File: src/design/ars_pkg.sv
package ars_pkg;

  // Data widths
  localparam int unsigned COEF_W  = 32;
  localparam int unsigned IMG_W   = 16;
  localparam int unsigned ROB_W   = 32;
  localparam int unsigned ERR_W   = 32;
  localparam int unsigned SUM_W   = 42;
  localparam int unsigned CNT_W   = 11;
  localparam int unsigned CFG_IDX_W = 3;

  // Saturation bound of the pair counter
  localparam logic [CNT_W-1:0] MAX_POINTS = CNT_W'(1024);

  // Configuration register indexes
  localparam logic [CFG_IDX_W-1:0] REG_COEF_A = 3'd0;
  localparam logic [CFG_IDX_W-1:0] REG_COEF_B = 3'd1;
  localparam logic [CFG_IDX_W-1:0] REG_COEF_C = 3'd2;
  localparam logic [CFG_IDX_W-1:0] REG_COEF_D = 3'd3;
  localparam logic [CFG_IDX_W-1:0] REG_COEF_E = 3'd4;
  localparam logic [CFG_IDX_W-1:0] REG_COEF_F = 3'd5;

  // Reset values of the transform (identity)
  localparam logic [COEF_W-1:0] COEF_UNITY = 32'h0001_0000;

  typedef struct packed {
    logic [IMG_W-1:0]        image_u;
    logic [IMG_W-1:0]        image_v;
    logic signed [ROB_W-1:0] robot_x;
    logic signed [ROB_W-1:0] robot_y;
    logic                    pair_complete;
    logic                    last_pair;
  } ars_in_t;

  typedef struct packed {
    logic [ERR_W-1:0] point_error;
    logic             error_valid;
    logic             set_done;
    logic [ERR_W-1:0] mean_error;
    logic [ERR_W-1:0] max_error;
    logic [CNT_W-1:0] point_count;
    logic             no_points;
  } ars_out_t;

  typedef enum logic [3:0] {
    S_IDLE,
    S_MUL_AU,
    S_MUL_BV,
    S_DX,
    S_MUL_EV,
    S_DY,
    S_SQX,
    S_SQY,
    S_SQRT,
    S_STAT,
    S_DIV,
    S_OUT
  } ars_state_e;

endpackage

File: src/design/affine_residual_error_stats.sv
// Affine residual error statistics. Pulse start with a calibration pair on
// in_i while busy is low; busy rises on the next cycle and stays high until
// the single result transaction has been shown. The result appears on
// result_o for exactly one cycle with done_o high, and the receiver cannot
// stall it, so capture it on that edge. A complete pair that is not the last
// of its set runs from start to done_o through the shared 33x33 multiplier
// (two gain products per axis, then the two squares), an add of the squares,
// the digit-by-digit square root, the statistics update and the result
// state. A complete pair whose residual saturates skips the square root. An
// incomplete pair skips straight to the statistics update. The last pair of
// a set with at least one counted point adds a restoring division for the
// mean, on the same subtract unit as the square root. Coefficient writes on
// the cfg channel are always taken (cfg_ready_o is tied high) and must only be
// made while busy is low; an index beyond coef_f is dropped.
module affine_residual_error_stats (
  input  logic                       clk_i,
  input  logic                       rst_ni,
  input  logic                       start,
  output logic                       busy,
  input  ars_pkg::ars_in_t           in_i,
  output logic                       done_o,
  output ars_pkg::ars_out_t          result_o,
  input  logic                       cfg_valid_i,
  output logic                       cfg_ready_o,
  input  logic [ars_pkg::CFG_IDX_W-1:0] cfg_index_i,
  input  logic [ars_pkg::COEF_W-1:0] cfg_data_i
);
  import ars_pkg::*;

  // Coefficient registers
  logic [COEF_W-1:0] coef_a_q, coef_b_q, coef_c_q, coef_d_q, coef_e_q, coef_f_q;

  // Sequencer
  ars_state_e state_q, state_d;
  logic [5:0] step_q;

  // Captured transaction and datapath registers
  ars_in_t           item_q;
  logic signed [65:0] prod_q;
  logic signed [49:0] acc_q;
  logic signed [44:0] dx_q, dy_q;
  logic              ovf_q;
  logic [63:0]       sq_q;
  logic [63:0]       work_q;
  logic [34:0]       rem_q;
  logic [41:0]       root_q;
  logic [ERR_W-1:0]  err_q;
  ars_out_t          res_q;

  // Statistics
  logic [SUM_W-1:0]  sum_q;
  logic [ERR_W-1:0]  peak_q;
  logic [CNT_W-1:0]  count_q;

  logic accept;
  assign accept      = start && !busy;
  assign cfg_ready_o = 1'b1;

  // ---------------------------------------------------------------------------
  // Configuration writes
  // ---------------------------------------------------------------------------
  always_ff @(posedge clk_i or negedge rst_ni) begin
    if (!rst_ni) begin
      coef_a_q <= COEF_UNITY;
      coef_b_q <= '0;
      coef_c_q <= '0;
      coef_d_q <= '0;
      coef_e_q <= COEF_UNITY;
      coef_f_q <= '0;
    end else if (cfg_valid_i && cfg_ready_o) begin
      case (cfg_index_i)
        REG_COEF_A: coef_a_q <= cfg_data_i;
        REG_COEF_B: coef_b_q <= cfg_data_i;
        REG_COEF_C: coef_c_q <= cfg_data_i;
        REG_COEF_D: coef_d_q <= cfg_data_i;
        REG_COEF_E: coef_e_q <= cfg_data_i;
        REG_COEF_F: coef_f_q <= cfg_data_i;
        default: ;
      endcase
    end
  end

  // ---------------------------------------------------------------------------
  // Shared multiplier: gain products first, then the two squares
  // ---------------------------------------------------------------------------
  logic [44:0]        mag_x, mag_y;
  logic signed [32:0] mul_a, mul_b;
  logic signed [65:0] mul_p;

  assign mag_x = dx_q[44] ? 45'(-dx_q) : 45'(dx_q);
  assign mag_y = dy_q[44] ? 45'(-dy_q) : 45'(dy_q);

  always_comb begin
    mul_a = '0;
    mul_b = '0;
    case (state_q)
      S_MUL_AU: begin
        mul_a = {coef_a_q[COEF_W-1], coef_a_q};
        mul_b = {17'd0, item_q.image_u};
      end
      S_MUL_BV: begin
        mul_a = {coef_b_q[COEF_W-1], coef_b_q};
        mul_b = {17'd0, item_q.image_v};
      end
      S_DX: begin
        mul_a = {coef_d_q[COEF_W-1], coef_d_q};
        mul_b = {17'd0, item_q.image_u};
      end
      S_MUL_EV: begin
        mul_a = {coef_e_q[COEF_W-1], coef_e_q};
        mul_b = {17'd0, item_q.image_v};
      end
      S_DY: begin
        mul_a = {1'b0, mag_x[31:0]};
        mul_b = {1'b0, mag_x[31:0]};
      end
      S_SQX: begin
        mul_a = {1'b0, mag_y[31:0]};
        mul_b = {1'b0, mag_y[31:0]};
      end
      default: ;
    endcase
  end

  assign mul_p = mul_a * mul_b;

  // ---------------------------------------------------------------------------
  // Affine tail: round the gain sum to Q.12, add the offset, subtract from
  // the measured point. The x or y operands follow the state.
  // ---------------------------------------------------------------------------
  logic signed [50:0] gsum;
  logic signed [44:0] offs, robot, delta;

  assign offs  = (state_q == S_DX) ? 45'(signed'(coef_c_q)) : 45'(signed'(coef_f_q));
  assign robot = (state_q == S_DX) ? 45'(signed'(item_q.robot_x)) :
                                     45'(signed'(item_q.robot_y));
  assign gsum  = 51'(acc_q) + 51'(signed'(prod_q[49:0])) + 51'sd64;
  assign delta = robot - (45'(signed'(gsum[50:7])) + offs);

  // Sum of squares; bit 64 marks wrap beyond 64 bits
  logic [64:0] sqsum;
  logic        sat;
  assign sqsum = {1'b0, sq_q} + {1'b0, prod_q[63:0]};
  assign sat   = ovf_q || sqsum[64];

  // ---------------------------------------------------------------------------
  // Shared compare/subtract unit: square-root digit step or division step
  // ---------------------------------------------------------------------------
  logic [34:0] sub_a, sub_b;
  logic [35:0] diff;
  logic        ge;
  logic [34:0] rem_d;
  logic [41:0] root_d;

  always_comb begin
    if (state_q == S_SQRT) begin
      sub_a = {rem_q[32:0], work_q[63:62]};
      sub_b = {root_q[32:0], 2'b01};
    end else begin
      sub_a = {rem_q[33:0], work_q[63]};
      sub_b = {24'd0, count_q};
    end
  end

  assign diff   = {1'b0, sub_a} - {1'b0, sub_b};
  assign ge     = !diff[35];
  assign rem_d  = ge ? diff[34:0] : sub_a;
  assign root_d = {root_q[40:0], ge};

  // ---------------------------------------------------------------------------
  // Statistics update for the current pair
  // ---------------------------------------------------------------------------
  logic [SUM_W-1:0] sum_n;
  logic [ERR_W-1:0] peak_n;
  logic [CNT_W-1:0] count_n;

  always_comb begin
    sum_n   = sum_q;
    peak_n  = peak_q;
    count_n = count_q;
    if (item_q.pair_complete) begin
      if (err_q > peak_q) begin
        peak_n = err_q;
      end
      if (count_q < MAX_POINTS) begin
        sum_n   = sum_q + SUM_W'(err_q);
        count_n = count_q + CNT_W'(1);
      end
    end
  end

  // ---------------------------------------------------------------------------
  // Next state
  // ---------------------------------------------------------------------------
  always_comb begin
    state_d = state_q;
    case (state_q)
      S_IDLE: begin
        if (accept) begin
          state_d = in_i.pair_complete ? S_MUL_AU : S_STAT;
        end
      end
      S_MUL_AU: state_d = S_MUL_BV;
      S_MUL_BV: state_d = S_DX;
      S_DX:     state_d = S_MUL_EV;
      S_MUL_EV: state_d = S_DY;
      S_DY:     state_d = S_SQX;
      S_SQX:    state_d = S_SQY;
      S_SQY:    state_d = sat ? S_STAT : S_SQRT;
      S_SQRT: begin
        if (step_q == '0) begin
          state_d = S_STAT;
        end
      end
      S_STAT: begin
        if (item_q.last_pair && count_n != '0) begin
          state_d = S_DIV;
        end else begin
          state_d = S_OUT;
        end
      end
      S_DIV: begin
        if (step_q == '0) begin
          state_d = S_OUT;
        end
      end
      S_OUT:   state_d = S_IDLE;
      default: state_d = S_IDLE;
    endcase
  end

  // ---------------------------------------------------------------------------
  // Outputs
  // ---------------------------------------------------------------------------
  always_comb begin
    busy     = (state_q != S_IDLE);
    done_o   = (state_q == S_OUT);
    result_o = res_q;
  end

  // ---------------------------------------------------------------------------
  // Control registers
  // ---------------------------------------------------------------------------
  always_ff @(posedge clk_i or negedge rst_ni) begin
    if (!rst_ni) begin
      state_q <= S_IDLE;
      step_q  <= '0;
      sum_q   <= '0;
      peak_q  <= '0;
      count_q <= '0;
    end else begin
      state_q <= state_d;
      case (state_q)
        S_SQY: step_q <= 6'd31;
        S_STAT: begin
          step_q  <= 6'd41;
          sum_q   <= sum_n;
          peak_q  <= peak_n;
          count_q <= count_n;
        end
        S_SQRT, S_DIV: step_q <= step_q - 6'd1;
        S_OUT: begin
          // drop the set statistics once the last pair is reported
          if (res_q.set_done) begin
            sum_q   <= '0;
            peak_q  <= '0;
            count_q <= '0;
          end
        end
        default: ;
      endcase
    end
  end

  // ---------------------------------------------------------------------------
  // Datapath registers
  // ---------------------------------------------------------------------------
  always_ff @(posedge clk_i) begin
    case (state_q)
      S_IDLE: begin
        if (accept) begin
          item_q <= in_i;
          err_q  <= '0;
          ovf_q  <= 1'b0;
        end
      end
      S_MUL_AU: prod_q <= mul_p;
      S_MUL_BV: begin
        acc_q  <= prod_q[49:0];
        prod_q <= mul_p;
      end
      S_DX: begin
        dx_q   <= delta;
        prod_q <= mul_p;
      end
      S_MUL_EV: begin
        acc_q  <= prod_q[49:0];
        prod_q <= mul_p;
      end
      S_DY: begin
        dy_q   <= delta;
        ovf_q  <= |mag_x[44:32];
        prod_q <= mul_p;
      end
      S_SQX: begin
        sq_q   <= prod_q[63:0];
        ovf_q  <= ovf_q || (|mag_y[44:32]);
        prod_q <= mul_p;
      end
      S_SQY: begin
        if (sat) begin
          err_q <= '1;
        end
        work_q <= sqsum[63:0];
        rem_q  <= '0;
        root_q <= '0;
      end
      S_SQRT: begin
        rem_q  <= rem_d;
        root_q <= root_d;
        work_q <= {work_q[61:0], 2'b00};
        if (step_q == '0) begin
          err_q <= root_d[ERR_W-1:0];
        end
      end
      S_STAT: begin
        res_q.point_error <= err_q;
        res_q.error_valid <= item_q.pair_complete;
        res_q.set_done    <= item_q.last_pair;
        res_q.mean_error  <= '0;
        res_q.max_error   <= '0;
        res_q.point_count <= '0;
        res_q.no_points   <= item_q.last_pair && (count_n == '0);
        if (item_q.last_pair && count_n != '0) begin
          res_q.max_error   <= peak_n;
          res_q.point_count <= count_n;
        end
        // dividend enters at the top and shifts out one bit per step
        work_q <= {sum_n, 22'd0};
        rem_q  <= '0;
        root_q <= '0;
      end
      S_DIV: begin
        rem_q  <= rem_d;
        root_q <= root_d;
        work_q <= {work_q[62:0], 1'b0};
        if (step_q == '0) begin
          res_q.mean_error <= root_d[ERR_W-1:0];
        end
      end
      default: ;
    endcase
  end

  // ---------------------------------------------------------------------------
  // Assertions
  // ---------------------------------------------------------------------------
  a_busy_after_start: assert property (@(posedge clk_i) disable iff (!rst_ni)
    accept |=> busy)
    else $error("busy not raised after an accepted transaction");

  a_done_while_busy: assert property (@(posedge clk_i) disable iff (!rst_ni)
    done_o |-> busy ##1 !busy)
    else $error("result strobe outside a transaction or not a single cycle");

  a_invalid_zero: assert property (@(posedge clk_i) disable iff (!rst_ni)
    (done_o && !result_o.error_valid) |-> (result_o.point_error == '0))
    else $error("incomplete pair reported a nonzero error");

  a_empty_set: assert property (@(posedge clk_i) disable iff (!rst_ni)
    (done_o && result_o.no_points) |->
      (result_o.set_done && result_o.point_count == '0 && result_o.mean_error == '0))
    else $error("empty set reported statistics");

  a_mean_le_max: assert property (@(posedge clk_i) disable iff (!rst_ni)
    (done_o && result_o.set_done && !result_o.no_points) |->
      (result_o.mean_error <= result_o.max_error))
    else $error("mean above peak");

endmodule

File: config.mk
export PLATFORM = sky130hd
export DESIGN_NAME = affine_residual_error_stats
export DESIGN_NICKNAME = d
export VERILOG_FILES = /design/src/design/ars_pkg.sv /design/src/design/affine_residual_error_stats.sv
export SDC_FILE = /design/constraint.sdc
export NUM_CORES = 2
export LEC_CHECK = 0
export ABC_CLOCK_PERIOD_IN_PS = 10690
export BUFFER_PORTS_ARGS = -buffer_cell sky130_fd_sc_hd__buf_2
export CAP_MARGIN = 20
export CORE_ASPECT_RATIO = 1.2
export CORE_MARGIN = 10
export CORE_UTILIZATION = 50
export CTS_BUF_LIST = sky130_fd_sc_hd__clkbuf_4
export CTS_CLUSTER_SIZE = 40
export DETAILED_ROUTE_END_ITERATION = 12
export PLACE_DENSITY = 0.69
export SYNTH_ARGS = -nofsm -noshare
export SYNTH_HDL_FRONTEND = slang
export SYNTH_SLANG_ARGS = --single-unit
File: constraint.sdc
create_clock -name clk_i -period 10.69 [get_ports clk_i]
set_input_delay 1.6035 -clock clk_i [delete_from_list [all_inputs] [get_ports clk_i]]
set_output_delay 1.6035 -clock clk_i [all_outputs]
set_load 0.05 [all_outputs]
* After elaboration in Yosys (flattened, before gate mapping) *
Cells that the tools add are included.

operators by class
  $add $sub $neg = 11
  multipliers = 1
  magnitude comparators = 2
  equal/unequal tests = 21
  mux-type cells = 39
  reduce and logical (&&, ||, !) cells = 39

operators by type and width
  kind                   number
  $pmux 64 s4            1
  $pmux 33 s6            1
  $mux 32                6
  $mux 45                4
  $pmux 32 s2            2
  $pmux 32 s4            1
  $mux 42                3
  $pmux 32 s3            1
  $neg 45->45            2
  $pmux 42 s2            1
  $mux 35                2
  $pmux 34 s2            1
  $pmux 33 s2            1
  $add 64x64->65         1
  $mul 33x33->64         1
  $add 50x50->51         1
  $add 51x8->51 const B  1
  $add 44x45->45         1
  $sub 45x45->45         1
  $pmux 4 s11            1
  $add 42x32->42         1
  $sub 35x35->36         1
  $mux 34                1
  $mux 11                3
  other kinds (35)       74

storage, ports and cells
  register bits after elaboration = 927
  bits of input ports = 137
  output and inout port bits = 113
  logic and storage cells = 147

* Logic depth before layout (Yosys ltp) *
  word-level depth = 7
  gate-level depth with buffers = 40
  gate-level depth less buffers = 39

* Worst setup path before layout *
No wires, ideal clock.

  path kind = reg-to-reg
  from = register state_q[2]
  to = register prod_q[62] (data pin)
  library setup time = 0.258 ns
  arrival time = 9.959 ns
  data required time = 10.432 ns
  slack = 0.473 ns
  cell stages (with the launch flop) = 37
  path buffers = 4
  clock period less this slack = 10.217 ns
  cell sequence = dfrtp_1 > nor2b_1 > nand2_1 > clkbuf_1 > inv_1 > a22oi_1 > and2_1 > clkbuf_1 > clkbuf_1 > nor2_1 > fa_1 > fa_1 > fa_1 > inv_1 > fa_1 > inv_1 > fa_1 > inv_1 > fa_1 > inv_1 > fa_1 > inv_1 > fa_1 > inv_1 > ha_1 > clkbuf_1 > a21oi_1 > o21ai_0 > a2111oi_0 > o211ai_1 > a21boi_1 > a32o_1 > a21oi_1 > o21ai_1 > a211o_1 > a21oi_1 > xnor2_1

between the ends
  cells in the longest elaborated chain, start to end = 4
  elaborated cells on any way between the ends = 11
  classes of those cells = 1 x mul; 6 x eq/ne; 2 x mux; 2 x reduce/logical

ends and longest elaborated chain
  what                                line                                source
  from (decl)                         affine_residual_error_stats.sv:34   ars_state_e state_q, state_d;
  from (signal assigned)              affine_residual_error_stats.sv:252  state_q <= state_d;
  $eq 4x3->1 (tied with other cells)  affine_residual_error_stats.sv:96   case (state_q)
  $reduce_or 2->1 (no line)           -
  $pmux 32 s4                         affine_residual_error_stats.sv:96
  $mul 33x33->64 *                    affine_residual_error_stats.sv:125  assign mul_p = mul_a * mul_b;
  via mul_p[62]                       affine_residual_error_stats.sv:88   logic signed [65:0] mul_p;
  to (signal assigned)                affine_residual_error_stats.sv:287  S_MUL_AU: prod_q <= mul_p;
  to (signal assigned)                affine_residual_error_stats.sv:290  prod_q <= mul_p;
  to (signal assigned)                affine_residual_error_stats.sv:294  prod_q <= mul_p;
  to (decl)                           affine_residual_error_stats.sv:39   logic signed [65:0] prod_q;

The timed path passes the listed nets; every way through them passes the cells marked *.
A chain may end at the register's enable or synchronous reset.

* Worst setup path after layout *
  from = register dx_q[9]
  to = register prod_q[62] (data pin)

between the ends
  cells in the longest elaborated chain, start to end = 4
  elaborated cells on any way between the ends = 5
  classes of those cells = 1 x add/sub; 1 x mul; 3 x mux

ends and longest elaborated chain
  what                                        line                                source
  from (decl)                                 affine_residual_error_stats.sv:41   logic signed [44:0] dx_q, dy_q;
  from (signal assigned)                      affine_residual_error_stats.sv:293  dx_q <= delta;
  $neg 45->45                                 affine_residual_error_stats.sv:90   assign mag_x = dx_q[44] ? 45'(-dx_q) : 45'(dx_q);
  $mux 45 *                                   affine_residual_error_stats.sv:90
  $pmux 33 s6 or $pmux 32 s4 (tied branches)  affine_residual_error_stats.sv:96
  $mul 33x33->64 *                            affine_residual_error_stats.sv:125
  via mul_p[62]                               affine_residual_error_stats.sv:88

Marks and branches as above.

==> results.json <==
{
  "tns_ns": 0,
  "tritoncts": "built",
  "slew_headroom_pct": 24.4,
  "hold_path.class": "in2async",
  "hold_viol_final": 0,
  "cp_max_fo": 12,
  "grt_pass1_wl_um": 421000,
  "worstSetupEndpointType": "register",
  "rows": 167,
  "grt_max_degree": 91,
  "layout-drive-gt1-share_pct": 14.0,
  "synth.distinct_cells": 93,
  "wl_per_cell_um": 24.5,
  "drc": 0,
  "final_max_slew_viol_count": 0,
  "critPathBufInv": 7,
  "fin_crit_sh_pct": 97.9,
  "required_ns": 11.63,
  "period_needed_ns": 10.46,
  "syn2layout_area_growth_pct": 9.93,
  "path_delay_family": "adder cells",
  "yosysWarnings": 0,
  "core_mm2": 0.173,
  "antenna_found_initial": 15,
  "syn_avg_cell_area_um2": 10.3,
  "routed_via_density": 5.75,
  "clkLatencyLatePin_ns": 1.28,
  "gp_congestion": 0.998,
  "num_vias": 65300,
  "pin_count": 250,
  "totalWireLength_um": 279000,
  "htree_levels": 4,
  "yosysTopAreaCellShare_pct": 26.2,
  "dp_hpwl_um": 223000,
  "die_x_um": 401,
  "hold_buffers": 0,
  "syn_area_mm2": 0.0872,
  "drv_cap": 0,
  "synthTopCellsByArea": "fa_1 (26%), edfxtp_1 (22%), dfrtp_1 (8.2%)",
  "rsz0062_at_grt": "yes",
  "crit_type": "reg2reg",
  "clkSinkCount": 927,
  "setup_violations": 0,
  "die_area_mm2": 0.192,
  "dr.pass1.iters": 7,
  "clk_path_buf_depth": 3,
  "clock.fmax_mhz": 95.6,
  "synthArstFlopShare_pct": 31.0,
  "status": "completed",
  "clkTransAtPathRegs_ns": 0.07,
  "start_util_pct": 50.4,
  "drt_iter0_drc": 5423,
  "antenna_left": 0,
  "fill_cells": 15200,
  "cts_buffers": 236,
  "final.setup.worst_slack_ns": 0.228,
  "layout.nets": 10600,
  "crit_arrival_ns": 11.40,
  "synth-edff-count": 640,
  "cpPeakStageDelay_ns": 0.61,
  "place_ws_ns": -0.0509,
  "crit_path_frequent_cell": "fa_1",
  "grt_pass1_vias": 67500,
  "worst_pin_slew_ns": 1.13,
  "overflow": 0,
  "gr-usage-all-layers_pct": 28.9,
  "crit_slowest_cell": "fa_1",
  "yosysTopAreaCell": "fa_1",
  "skew_ns": 0.107,
  "ys.flop_type": "edfxtp_1",
  "io_buffers": 248,
  "die_y_um": 477,
  "clockRootBuffer": "clkbuf_4",
  "synthCells": 8462,
  "ys_seq_area_share_pct": 30.3,
  "critPathLaunchType": "register",
  "ys_seq_elements": 927
}
cell families (layout without fill, tap and decap cells):
family | count (synthesis) | after routing | share of synthesized area (%)
flip-flops | 927 | 927 | 30.3
XOR/XNOR | 334 | 334 | 3.36
AND/OR/NAND/NOR | 2245 | 2245 | 11.4
buffers and inverters | 1643 | 2219 | 7.15
multiplexers | 342 | 342 | 4.27
adder cells (fa/ha/maj) | 1635 | 1635 | 33.3
AO/OA/AOI/OAI | 1334 | 1334 | 10.2
other | 2 | 42 | 0.00861
path summary, 6_finish.rpt:
path | slack, ns | end | startpoint | cells past startpoint
max | 0.23 | prod_q[62] | dx_q[9] | 34
min | 0.38 | step_q[0] | rst_ni | 1
max reg2reg | 0.23 | prod_q[62] | dx_q[9] | 34
min reg2reg | 0.46 | sq_q[52] | prod_q[52] | 0
max in group asynchronous | 8.72 | sum_q[39] | rst_ni | 2
min in group clk_i | 0.46 | sq_q[52] | prod_q[52] | 0
cell usage in the layout (no fill, tap or decap), types with 233 or more instances in the layout:
master	count
mux2_2	239
dfrtp_1	284
nand2_1	749
a21oi_1	300
ha_1	495
clkbuf_4	323
buf_2	247
fa_1	1140
edfxtp_1	640
nor2_1	849
inv_1	1264
buf_4	233
cells in the mapped netlist, drive strengths merged (16+ instances only):
| library cell | n |
|---|---|
| o21ai | 234 |
| a221oi | 27 |
| a21o | 191 |
| fa | 1140 |
| a22oi | 82 |
| and3 | 100 |
| nor2b | 69 |
| o22ai | 67 |
| buf | 81 |
| nand3 | 102 |
| edfxtp | 640 |
| and2 | 53 |
| ha | 495 |
| nor3 | 65 |
| a211oi | 35 |
| xnor2 | 185 |
| a22o | 56 |
| o21a | 51 |
| mux2 | 239 |
| nand2 | 754 |
| o211ai | 23 |
| o21bai | 37 |
| nand4 | 54 |
| clkbuf | 284 |
| and4 | 16 |
| or3 | 24 |
| inv | 1273 |
| nor4 | 17 |
| a31oi | 41 |
| nand2b | 57 |
| xor2 | 149 |
| a21oi | 303 |
| o31ai | 46 |
| nor2 | 861 |
| mux2i | 103 |
| a221o | 26 |
| or2 | 40 |
| dfrtp | 285 |
area by class of cell:
| class | count | area, um^2 | area share [%] |
|---|---|---|---|
| clock inverters | 108 | 673 | 0.702 |
| diodes | 13 | 32.5 | 0.0339 |
| clock buffers | 323 | 2420 | 2.53 |
| repair buffers | 510 | 3500 | 3.65 |
| multi-input cells | 5919 | 55100 | 57.5 |
| well taps | 2281 | 2850 | 2.98 |
| flip-flops and latches | 927 | 26400 | 27.6 |
| inverters | 1278 | 4810 | 5.02 |
metal layers:
metal	global-route usage, %	routed length, um	vias up
met3	5.58	21500	591
li1	-	-	29000
met5	0	56	-
met1	37.1	112000	32900
met4	14.8	17000	10
met2	46.4	128000	2809
sequential cells by signal (all words and copies together) (netlist names):
name      count
rem_q        34
root_q       33
count_q      11
err_q        32
peak_q       32
acc_q        50
dx_q         45
ovf_q         1
coef_a_q     32
sum_q        42
dy_q         45
coef_f_q     32
item_q       98
state_q       4
result_o    110
coef_c_q     32
sq_q         64
work_q       64
coef_e_q     32
coef_b_q     32
prod_q       64
coef_d_q     32
step_q        6
stage by stage:
stage / util (%) / cells / hold WS [ns] / cell area [um^2]
after detailed placement: 53.4 / 10900 / 0.456 / 92400
after global placement: 53.4 / 10900 / 0.448 / 92400
after CTS: 55.2 / 11300 / 0.239 / 95500
after floorplan: - / 8489 / 0.433 / 87300
final: 55.4 / 11400 / 0.376 / 95800
after global routing: 55.4 / 11400 / 0.316 / 95800
what timing repair did:
action / CTS / global route
resized for setup: 3 / 52
buffers inserted: 0 / 7
pin swaps: 0 / 3
setup endpoints to repair: 7 / 18
Power is not shown: default switching activity piles up to over one toggle a cycle in this logic, so the estimate is an artifact.
